File: src/rtpl_pkg.sv
// Shared types and codes for the routing table lookup block.
// No dependencies; used by rtpl_seq, the top level and the testbench.
`default_nettype none

package rtpl_pkg;

    localparam int ADDR_W   = 32;
    localparam int CMD_W    = 2;
    localparam int POS_W    = 5;
    localparam int STATUS_W = 3;

    // Command codes of an input item.
    localparam logic [CMD_W-1:0] CMD_LOOKUP = 2'd0;
    localparam logic [CMD_W-1:0] CMD_ADD    = 2'd1;
    localparam logic [CMD_W-1:0] CMD_DELETE = 2'd2;

    // Status codes of a result item.
    localparam logic [STATUS_W-1:0] ST_OK       = 3'd0;
    localparam logic [STATUS_W-1:0] ST_NO_ROUTE = 3'd1;
    localparam logic [STATUS_W-1:0] ST_FULL     = 3'd2;
    localparam logic [STATUS_W-1:0] ST_RANGE    = 3'd3;
    localparam logic [STATUS_W-1:0] ST_REFUSED  = 3'd4;

    // Configuration register indexes.
    localparam int CFG_IDX_W = 2;
    localparam logic [CFG_IDX_W-1:0] CFG_IFACE0_ADDR = 2'd0;
    localparam logic [CFG_IDX_W-1:0] CFG_IFACE0_MASK = 2'd1;
    localparam logic [CFG_IDX_W-1:0] CFG_IFACE1_ADDR = 2'd2;
    localparam logic [CFG_IDX_W-1:0] CFG_IFACE1_MASK = 2'd3;

    typedef struct packed {
        logic [CMD_W-1:0]  command;
        logic [ADDR_W-1:0] dest_addr;
        logic [ADDR_W-1:0] route_mask;
        logic [ADDR_W-1:0] route_net;
        logic [ADDR_W-1:0] route_next_hop;
        logic [POS_W-1:0]  position;
    } req_item_t;

    typedef struct packed {
        logic [STATUS_W-1:0] status;
        logic [ADDR_W-1:0]   hop_addr;
        logic                is_direct;
    } rsp_item_t;

    typedef struct packed {
        logic [ADDR_W-1:0] iface0_addr;
        logic [ADDR_W-1:0] iface0_mask;
        logic [ADDR_W-1:0] iface1_addr;
        logic [ADDR_W-1:0] iface1_mask;
    } iface_cfg_t;

    // One static route as held in the table memory.
    typedef struct packed {
        logic [ADDR_W-1:0] mask;
        logic [ADDR_W-1:0] net;
        logic [ADDR_W-1:0] next_hop;
    } route_entry_t;

    localparam int ENTRY_W = $bits(route_entry_t);

    typedef enum logic [2:0] {
        ST_IDLE,
        ST_LK_READ,
        ST_LK_CMP,
        ST_ADD_READ,
        ST_ADD_CMP,
        ST_DEL_READ,
        ST_DEL_WRITE,
        ST_FINISH
    } seq_state_t;

endpackage

`default_nettype wire

File: src/rtpl_ram.sv
// Generic simple dual-port RAM: one write port, one read port, registered read.
// No dependencies.
`default_nettype none

module rtpl_ram #(
    parameter int WIDTH = 96,
    parameter int DEPTH = 16
) (
    input  wire logic                                   clk,
    input  wire logic                                   we,
    input  wire logic [(DEPTH > 1 ? $clog2(DEPTH) : 1)-1:0] waddr,
    input  wire logic [WIDTH-1:0]                       wdata,
    input  wire logic                                   re,
    input  wire logic [(DEPTH > 1 ? $clog2(DEPTH) : 1)-1:0] raddr,
    output logic      [WIDTH-1:0]                       rdata
);

    logic [WIDTH-1:0] mem [DEPTH];

    always_ff @(posedge clk)
    begin
        if (we)
        begin
            mem[waddr] <= wdata;
        end
        if (re)
        begin
            rdata <= mem[raddr];
        end
    end

endmodule

`default_nettype wire

File: src/rtpl_seq.sv
// Command sequencer: walks the static route memory for lookup, insert and delete.
// Depends on rtpl_pkg and rtpl_ram.
`default_nettype none

module rtpl_seq #(
    parameter int STATIC_ENTRIES = 16
) (
    input  wire logic               clk,
    input  wire logic               rst_n,
    input  wire logic               req_valid,
    output logic                    req_stall,
    input  wire rtpl_pkg::req_item_t req,
    input  wire rtpl_pkg::iface_cfg_t cfg,
    input  wire logic               out_free,
    output logic                    res_valid,
    output rtpl_pkg::rsp_item_t     res
);

    localparam int IW = (STATIC_ENTRIES > 1) ? $clog2(STATIC_ENTRIES) : 1;
    localparam int CW = $clog2(STATIC_ENTRIES + 1);
    localparam int PW = ((CW > rtpl_pkg::POS_W) ? CW : rtpl_pkg::POS_W) + 1;

    rtpl_pkg::seq_state_t state_reg, state_next;
    logic [CW-1:0]         idx_reg, idx_next;
    logic [CW-1:0]         count_reg, count_next;
    rtpl_pkg::req_item_t   op_reg, op_next;
    rtpl_pkg::rsp_item_t   res_reg, res_next;

    logic                   ram_we;
    logic [IW-1:0]          ram_waddr;
    rtpl_pkg::route_entry_t ram_wdata;
    logic                   ram_re;
    logic [IW-1:0]          ram_raddr;
    rtpl_pkg::route_entry_t ram_rdata;
    rtpl_pkg::route_entry_t new_entry;

    logic          req_fire;
    logic          direct_hit;
    logic          table_full;
    logic [PW-1:0] pos_ext;
    logic          del_refused;
    logic          del_range;
    logic [CW:0]   idx_inc;
    logic          lk_more;
    logic          lk_hit;
    logic          add_at_top;
    logic          add_place;
    logic          del_more;

    rtpl_ram #(
        .WIDTH (rtpl_pkg::ENTRY_W),
        .DEPTH (STATIC_ENTRIES)
    ) u_table (
        .clk   (clk),
        .we    (ram_we),
        .waddr (ram_waddr),
        .wdata (ram_wdata),
        .re    (ram_re),
        .raddr (ram_raddr),
        .rdata (ram_rdata)
    );

    assign req_stall = (state_reg != rtpl_pkg::ST_IDLE);
    assign req_fire  = req_valid && (state_reg == rtpl_pkg::ST_IDLE);
    assign res       = res_reg;

    assign new_entry = '{mask: op_reg.route_mask, net: op_reg.route_net,
                         next_hop: op_reg.route_next_hop};

    assign direct_hit =
        ((req.dest_addr & cfg.iface0_mask) == (cfg.iface0_addr & cfg.iface0_mask)) ||
        ((req.dest_addr & cfg.iface1_mask) == (cfg.iface1_addr & cfg.iface1_mask));
    assign table_full  = (count_reg >= CW'(STATIC_ENTRIES));
    assign pos_ext     = PW'(req.position);
    assign del_refused = (pos_ext < PW'(2));
    assign del_range   = (pos_ext >= (PW'(count_reg) + PW'(2)));

    assign idx_inc    = {1'b0, idx_reg} + (CW + 1)'(1);
    assign lk_more    = (idx_reg < count_reg);
    assign lk_hit     = ((op_reg.dest_addr & ram_rdata.mask) == ram_rdata.net);
    assign add_at_top = (idx_reg == '0);
    assign add_place  = (ram_rdata.mask > op_reg.route_mask);
    assign del_more   = (idx_inc < {1'b0, count_reg});

    // Next state.
    always_comb
    begin
        state_next = state_reg;
        case (state_reg)
            rtpl_pkg::ST_IDLE:
            begin
                if (req_valid)
                begin
                    case (req.command)
                        rtpl_pkg::CMD_LOOKUP:
                            state_next = direct_hit ? rtpl_pkg::ST_FINISH
                                                    : rtpl_pkg::ST_LK_READ;
                        rtpl_pkg::CMD_ADD:
                            state_next = table_full ? rtpl_pkg::ST_FINISH
                                                    : rtpl_pkg::ST_ADD_READ;
                        rtpl_pkg::CMD_DELETE:
                            state_next = (del_refused || del_range) ? rtpl_pkg::ST_FINISH
                                                                    : rtpl_pkg::ST_DEL_READ;
                        default:
                            state_next = rtpl_pkg::ST_FINISH;
                    endcase
                end
            end
            rtpl_pkg::ST_LK_READ:
                state_next = lk_more ? rtpl_pkg::ST_LK_CMP : rtpl_pkg::ST_FINISH;
            rtpl_pkg::ST_LK_CMP:
                state_next = lk_hit ? rtpl_pkg::ST_FINISH : rtpl_pkg::ST_LK_READ;
            rtpl_pkg::ST_ADD_READ:
                state_next = add_at_top ? rtpl_pkg::ST_FINISH : rtpl_pkg::ST_ADD_CMP;
            rtpl_pkg::ST_ADD_CMP:
                state_next = add_place ? rtpl_pkg::ST_FINISH : rtpl_pkg::ST_ADD_READ;
            rtpl_pkg::ST_DEL_READ:
                state_next = del_more ? rtpl_pkg::ST_DEL_WRITE : rtpl_pkg::ST_FINISH;
            rtpl_pkg::ST_DEL_WRITE:
                state_next = rtpl_pkg::ST_DEL_READ;
            rtpl_pkg::ST_FINISH:
                state_next = out_free ? rtpl_pkg::ST_IDLE : rtpl_pkg::ST_FINISH;
            default:
                state_next = rtpl_pkg::ST_IDLE;
        endcase
    end

    // Datapath and memory control.
    always_comb
    begin
        idx_next   = idx_reg;
        count_next = count_reg;
        op_next    = op_reg;
        res_next   = res_reg;
        ram_we     = 1'b0;
        ram_waddr  = idx_reg[IW-1:0];
        ram_wdata  = ram_rdata;
        ram_re     = 1'b0;
        ram_raddr  = idx_reg[IW-1:0];
        res_valid  = 1'b0;
        case (state_reg)
            rtpl_pkg::ST_IDLE:
            begin
                if (req_valid)
                begin
                    op_next  = req;
                    res_next = '{status: rtpl_pkg::ST_OK, hop_addr: '0, is_direct: 1'b0};
                    case (req.command)
                        rtpl_pkg::CMD_LOOKUP:
                        begin
                            idx_next = '0;
                            if (direct_hit)
                            begin
                                res_next.hop_addr  = req.dest_addr;
                                res_next.is_direct = 1'b1;
                            end
                        end
                        rtpl_pkg::CMD_ADD:
                        begin
                            // The insert walks down from the current end of the table.
                            idx_next = count_reg;
                            if (table_full)
                            begin
                                res_next.status = rtpl_pkg::ST_FULL;
                            end
                        end
                        rtpl_pkg::CMD_DELETE:
                        begin
                            idx_next = CW'(pos_ext - PW'(2));
                            if (del_refused)
                            begin
                                res_next.status = rtpl_pkg::ST_REFUSED;
                            end
                            else if (del_range)
                            begin
                                res_next.status = rtpl_pkg::ST_RANGE;
                            end
                        end
                        default:
                        begin
                        end
                    endcase
                end
            end
            rtpl_pkg::ST_LK_READ:
            begin
                if (lk_more)
                begin
                    ram_re = 1'b1;
                end
                else
                begin
                    res_next.status = rtpl_pkg::ST_NO_ROUTE;
                end
            end
            rtpl_pkg::ST_LK_CMP:
            begin
                if (lk_hit)
                begin
                    res_next.hop_addr = ram_rdata.next_hop;
                end
                else
                begin
                    idx_next = idx_inc[CW-1:0];
                end
            end
            rtpl_pkg::ST_ADD_READ:
            begin
                if (add_at_top)
                begin
                    ram_we    = 1'b1;
                    ram_waddr = '0;
                    ram_wdata = new_entry;
                end
                else
                begin
                    ram_re    = 1'b1;
                    ram_raddr = IW'(idx_reg - CW'(1));
                end
            end
            rtpl_pkg::ST_ADD_CMP:
            begin
                // Either the new route lands here, or the older entry moves up one.
                ram_we = 1'b1;
                if (add_place)
                begin
                    ram_wdata = new_entry;
                end
                else
                begin
                    idx_next = idx_reg - CW'(1);
                end
            end
            rtpl_pkg::ST_DEL_READ:
            begin
                if (del_more)
                begin
                    ram_re    = 1'b1;
                    ram_raddr = idx_inc[IW-1:0];
                end
            end
            rtpl_pkg::ST_DEL_WRITE:
            begin
                ram_we   = 1'b1;
                idx_next = idx_inc[CW-1:0];
            end
            rtpl_pkg::ST_FINISH:
            begin
                if (out_free)
                begin
                    res_valid = 1'b1;
                    if (res_reg.status == rtpl_pkg::ST_OK)
                    begin
                        if (op_reg.command == rtpl_pkg::CMD_ADD)
                        begin
                            count_next = count_reg + CW'(1);
                        end
                        else if (op_reg.command == rtpl_pkg::CMD_DELETE)
                        begin
                            count_next = count_reg - CW'(1);
                        end
                    end
                end
            end
            default:
            begin
            end
        endcase
    end

    always_ff @(posedge clk or negedge rst_n)
    begin
        if (!rst_n)
        begin
            state_reg <= rtpl_pkg::ST_IDLE;
            count_reg <= '0;
        end
        else
        begin
            state_reg <= state_next;
            count_reg <= count_next;
        end
    end

    always_ff @(posedge clk)
    begin
        idx_reg <= idx_next;
        op_reg  <= op_next;
        res_reg <= res_next;
    end

    a_count_bound: assert property (@(posedge clk) disable iff (!rst_n)
        count_reg <= CW'(STATIC_ENTRIES))
        else $error("static route count exceeds table size");

    a_count_only_on_result: assert property (@(posedge clk) disable iff (!rst_n)
        !res_valid |=> $stable(count_reg))
        else $error("route count changed without a result");

    a_lookup_no_write: assert property (@(posedge clk) disable iff (!rst_n)
        (state_reg == rtpl_pkg::ST_LK_READ || state_reg == rtpl_pkg::ST_LK_CMP) |-> !ram_we)
        else $error("table written during a lookup");

    a_accept_leaves_idle: assert property (@(posedge clk) disable iff (!rst_n)
        req_fire |=> (state_reg != rtpl_pkg::ST_IDLE))
        else $error("sequencer stayed idle after taking an item");

    a_result_needs_room: assert property (@(posedge clk) disable iff (!rst_n)
        res_valid |-> out_free)
        else $error("result issued while output register is occupied");

endmodule

`default_nettype wire

File: src/route_table_prefix_lookup.sv
// Top level of the routing table: interface configuration, sequencer and result register.
// Depends on rtpl_pkg, rtpl_seq and rtpl_ram.
//
// Usage: commands arrive on the req channel (req_valid / req_stall / req) and each
// produces exactly one result on the rsp channel (rsp_valid / rsp_stall / rsp).
// The two interface networks are set through cfg_we / cfg_index / cfg_data while idle;
// that is for the user to keep, as the block itself does not enforce it.
// Static routes live in a table memory with one read port and a registered read, and the
// sequencer handles each entry it touches in a read state, then a compare/write state.
// A direct-hit lookup, an invalid command and a rejected add or delete go straight to
// the finish state; other commands walk the table entry by entry.
// One item is processed at a time; req_stall is high while an item is in progress.
// A finished result sits in the output register while the next item is taken.
// If rsp_stall holds that register, the sequencer waits with its next result.
// Reset clears the configuration to zero and empties the static route table.
`default_nettype none

module route_table_prefix_lookup #(
    parameter int STATIC_ENTRIES = 16
) (
    input  wire logic                             clk,
    input  wire logic                             rst_n,
    input  wire logic                             req_valid,
    output logic                                  req_stall,
    input  wire rtpl_pkg::req_item_t              req,
    output logic                                  rsp_valid,
    input  wire logic                             rsp_stall,
    output rtpl_pkg::rsp_item_t                   rsp,
    input  wire logic                             cfg_we,
    input  wire logic [rtpl_pkg::CFG_IDX_W-1:0]   cfg_index,
    input  wire logic [rtpl_pkg::ADDR_W-1:0]      cfg_data
);

    rtpl_pkg::iface_cfg_t cfg_reg;
    logic                 rsp_valid_reg;
    rtpl_pkg::rsp_item_t  rsp_reg;
    logic                 out_free;
    logic                 res_valid;
    rtpl_pkg::rsp_item_t  res;

    always_ff @(posedge clk or negedge rst_n)
    begin
        if (!rst_n)
        begin
            cfg_reg <= '0;
        end
        else if (cfg_we)
        begin
            case (cfg_index)
                rtpl_pkg::CFG_IFACE0_ADDR: cfg_reg.iface0_addr <= cfg_data;
                rtpl_pkg::CFG_IFACE0_MASK: cfg_reg.iface0_mask <= cfg_data;
                rtpl_pkg::CFG_IFACE1_ADDR: cfg_reg.iface1_addr <= cfg_data;
                rtpl_pkg::CFG_IFACE1_MASK: cfg_reg.iface1_mask <= cfg_data;
                default:
                begin
                end
            endcase
        end
    end

    rtpl_seq #(
        .STATIC_ENTRIES (STATIC_ENTRIES)
    ) u_seq (
        .clk       (clk),
        .rst_n     (rst_n),
        .req_valid (req_valid),
        .req_stall (req_stall),
        .req       (req),
        .cfg       (cfg_reg),
        .out_free  (out_free),
        .res_valid (res_valid),
        .res       (res)
    );

    assign out_free = !rsp_valid_reg || !rsp_stall;

    always_ff @(posedge clk or negedge rst_n)
    begin
        if (!rst_n)
        begin
            rsp_valid_reg <= 1'b0;
        end
        else if (res_valid)
        begin
            rsp_valid_reg <= 1'b1;
        end
        else if (!rsp_stall)
        begin
            rsp_valid_reg <= 1'b0;
        end
    end

    always_ff @(posedge clk)
    begin
        if (res_valid)
        begin
            rsp_reg <= res;
        end
    end

    assign rsp_valid = rsp_valid_reg;
    assign rsp       = rsp_reg;

endmodule

`default_nettype wire

File: config.mk
export PLATFORM = sky130hd
export DESIGN_NAME = route_table_prefix_lookup
export DESIGN_NICKNAME = d
export VERILOG_FILES = /design/src/rtpl_pkg.sv /design/src/rtpl_ram.sv /design/src/rtpl_seq.sv /design/src/route_table_prefix_lookup.sv
export SDC_FILE = /design/constraint.sdc
export NUM_CORES = 2
export LEC_CHECK = 0
export ABC_CLOCK_PERIOD_IN_PS = 18100
export BUFFER_PORTS_ARGS = -buffer_cell sky130_fd_sc_hd__buf_2
export CAP_MARGIN = 0
export CORE_ASPECT_RATIO = 2
export CORE_UTILIZATION = 35
export DETAILED_ROUTE_END_ITERATION = 10
export PLACE_DENSITY = 0.55
export SYNTH_ARGS = -nofsm -noshare
export SYNTH_HDL_FRONTEND = slang
export SYNTH_HIERARCHICAL = 1
export SYNTH_SLANG_ARGS = --single-unit
File: constraint.sdc
create_clock -name clk -period 18.1 [get_ports clk]
set_clock_uncertainty 0.15 [all_clocks]
set_input_delay 1.81 -clock clk [delete_from_list [all_inputs] [get_ports clk]]
set_output_delay 1.81 -clock clk [all_outputs]
set_load 0.03 [all_outputs]
==> impl_results.md <==
* Status: complete, no violations
* Peak supply drop at 0.326 mV
* Core area at 218000 µm²
* Die Span Y at 664 µm
* Clock share of power at 0.225
* Share of power burned in registers at 0.403
* Leak pwr at 28.5 nW
* Worst-path clk slew at 0.07 ns
* Distinct cells, synth at 60
* Register area share after synthesis at 0.764
* Global-route track usage on met3 at 0.0288
* Worst-path fanout max at 106
* Largest delay share family, worst path: buffers and inverters
* WP buf/inv at 4
* Slowest Stage Delay on Critical Path at 0.84 ns
* Yosys reg bits at 1976
* # Post-CTS Setup Buffers at 0
* Worst Max-Slew Pin Slew at 1.22 ns
* HP Class: reg -> reg
* Inserted Clock Buffers at 184
* Syn nets at 3845
* # clock sinks at 1976
* Ranking of synthesized cells by area: edfxtp_1 72%, mux4_2 11%, dfrtp_1 4.5%
* Synth Cell Area at 76800 µm²
* GPL Wtd Cong at 0.784
* Crit path required time at 18.50 ns
* Most numerous cell in the Yosys netlist: edfxtp_1
* First-pass iteration count of the detailed router at 7
* Crit path cell chain: inv_1 > ha_1 > ha_1 > a21boi_0 > o21a_1 > o21a_1 > o21ai_0 > nand4_1 > o211ai_1 > buf_4 > buf_4 > buf_12 > mux4_2 > a22oi_1 > nand2_1
* NumNets Final at 4143
* Die W at 333 µm
* Largest area contributor in the netlist: edfxtp_1
* Synth Flop Type: edfxtp_1
* Post-layout min period at 6.83 ns
* Number of remaining DRC errors at 0
* Total of max-cap violations at 0
* Final Power at 17.1 mW
* EDFF count, synth at 1839
* Io pins at 212
* CTS tree: built
* Net switching power at 5.88 mW
* Hold buffer count at CTS at 0
* M2 GR Usage at 0.326
* Met1 Use GR at 0.256
* Drt initial violations at 3881
* Pwr dens at 196 nW/µm²
* Most frequent cells after synthesis: 1839 x edfxtp_1, 384 x mux4_2, 229 x a22oi_1
* Comb pwr share at 0.372
* Slew headroom at 0.185
* Number of cells upsized or downsized after cts at 0
* Asr flop ratio synth at 0.0693
* Synth-to-Final Area Change at 13.3%
* Arr. time, crit path at 7.22 ns
* Crit Path Class: reg -> reg
* Port-buffer cells at 211
* Vias in the first global route at 39200
* Antenna viol nets, final at 0
* Sw frac at 0.344
* Setup total negative slack at 0 ns
* Post-DP HPWL at 119000 µm
* Worst Setup Start Kind: flop
* Clock Latency Late Sink at 0.85 ns
* Fin. max-slew vios at 0
* Die ar. at 221000 µm²
* First-pass GRT wire length at 302000 µm
* Largest net degree at the start of global routing at 129
* Int Pwr at 11.2 mW
* WL per Instance at 31.4 µm
* Hold Vio Cnt, Final at 0
* H-tree Lvls at 4
* Crit-path slowest cell: buf_4
* Period utilization at 0.377
* Final wirelength at 216000 µm
* Max reg flops at 1536
* RSZ-0062 raised after global routing: no
* Worst Setup End Kind: flop
* Synth top area share at 0.719
* Clk buf depth at 4
* Starting Density at 0.353
* Busiest grt layer: met2
* Fmax at 0.146 GHz
* Ratio of cells with drive above 1 in the final layout at 0.290
* Fillers at 19300
* Cells after Synth at 3612
* Row count at 242
* GRT Total Usage at 0.194
* YS warnings at 6
* Final setup viols at 0
* Initial antenna violation count at 33
* Root Buffer: clkbuf_16
* Vias at 37800
* Remaining global-route overflow at 0
* Vias/cell at 5.51
* Synth Area per Inst at 21.3 µm²
[logic make-up (layout without fill, tap and decap cells)]
logic type / count (synthesis) / in the layout / share of synthesized area
AOI/OAI and AO/OA: 354 / 354 / 0.0337
xor gates and xnor gates: 109 / 109 / 0.0124
adders and majority gates: 59 / 59 / 0.00972
buffers and inverters: 223 / 660 / 0.0158
DFF: 1976 / 1976 / 0.764
muxes: 610 / 610 / 0.148
other: 0 / 10 / 0
and+or+nand+nor: 281 / 281 / 0.0164
[through the flow]
step	hold slack (ns)	cells	setup WS [ns]	utilization	cell area, µm²
6_report	0.244	6865	11.27	0.400	87000
3_3_place_gp	0.251	6530	11.37	0.373	81200
2_1_floorplan	0.250	3612	8.87	-	76800
4_1_cts	0.241	6855	11.18	0.399	87000
3_5_place_dp	0.256	6530	11.24	0.373	81200
5_1_grt	0.256	6856	10.70	0.399	87000
[cell usage in the layout (no fill, tap or decap), types with 15 or more instances in the layout]
| cell type | netlist | final |
|---|---|---|
| edfxtp_1 | 1839 | 1839 |
| mux4_2 | 384 | 384 |
| a22oi_1 | 229 | 229 |
| buf_2 | 23 | 210 |
| clkbuf_16 | 0 | 189 |
| mux2_2 | 183 | 183 |
| nand2_1 | 161 | 161 |
| dfrtp_1 | 137 | 137 |
| xor2_1 | 99 | 99 |
| buf_4 | 27 | 60 |
| ha_1 | 58 | 58 |
| inv_1 | 52 | 52 |
| mux2_4 | 40 | 40 |
| clkbuf_1 | 64 | 39 |
| a21oi_1 | 36 | 36 |
| clkinv_1 | 0 | 35 |
| a22o_1 | 32 | 32 |
| clkinv_2 | 0 | 27 |
| nand4_1 | 22 | 22 |
| nor2_1 | 36 | 21 |
| bufinv_16 | 0 | 15 |
| o21ai_0 | 17 | 15 |
| nor2_4 | 0 | 15 |
[power groups by stage]
| stage | combinational (mW) | clock, mW | sequential, mW |
|---|---|---|---|
| finish | 6.36 | 3.84 | 6.88 |
| floorplan | 4.68 | 0 | 6.77 |
| detailed placement | 6.45 | 0 | 6.99 |
| global route | 6.82 | 4.07 | 6.92 |
| CTS | 6.46 | 3.93 | 6.90 |
| global placement | 6.36 | 0 | 6.98 |
[layer usage]
layer	vias up	share of wire
li1	15500	-
met1	20700	0.41
met2	1337	0.50
met3	306	0.061
met4	18	0.033
met5	-	0.00043
[worst register-to-register path: cells and delay by family, from the launching register on]
family          cells  cell delay (ns)
compound gates      6             1.33
fa+ha+maj           2             0.70
buf+inv             4             2.33
flops               1             0.60
mux                 1             1.04
simple gates        2             0.40
[final timing paths]
path | startpoint | endpoint | cells after the start | slack (ns)
worst min-delay path | u_seq/res[3] | rsp[3] | 0 | 0.24
worst min register to register | u_seq/res[3] | rsp[3] | 0 | 0.24
worst max register to register | u_seq/idx_reg[0] | u_seq/u_table/rdata[29] | 15 | 11.27
max in group asynchronous | rst_n | u_seq/count_reg[3] | 2 | 15.55
min in group asynchronous | rst_n | cfg_reg[72] | 1 | 0.83
worst max-delay path | u_seq/idx_reg[0] | u_seq/u_table/rdata[29] | 15 | 11.27
[area by class of cell]
| class | count | area (µm²) | share of cell area |
|---|---|---|---|
| clock buffer | 231 | 4920 | 0.0565 |
| multi-input combinational | 1413 | 17100 | 0.196 |
| antenna | 10 | 25.0 | 0.000288 |
| timing repair buffer | 282 | 1730 | 0.0199 |
| sequential | 1976 | 58700 | 0.674 |
| inverter | 53 | 199 | 0.00229 |
| tap | 2806 | 3510 | 0.0404 |
| clock inverter | 94 | 855 | 0.00982 |
(Power assumes the default switching activity.)
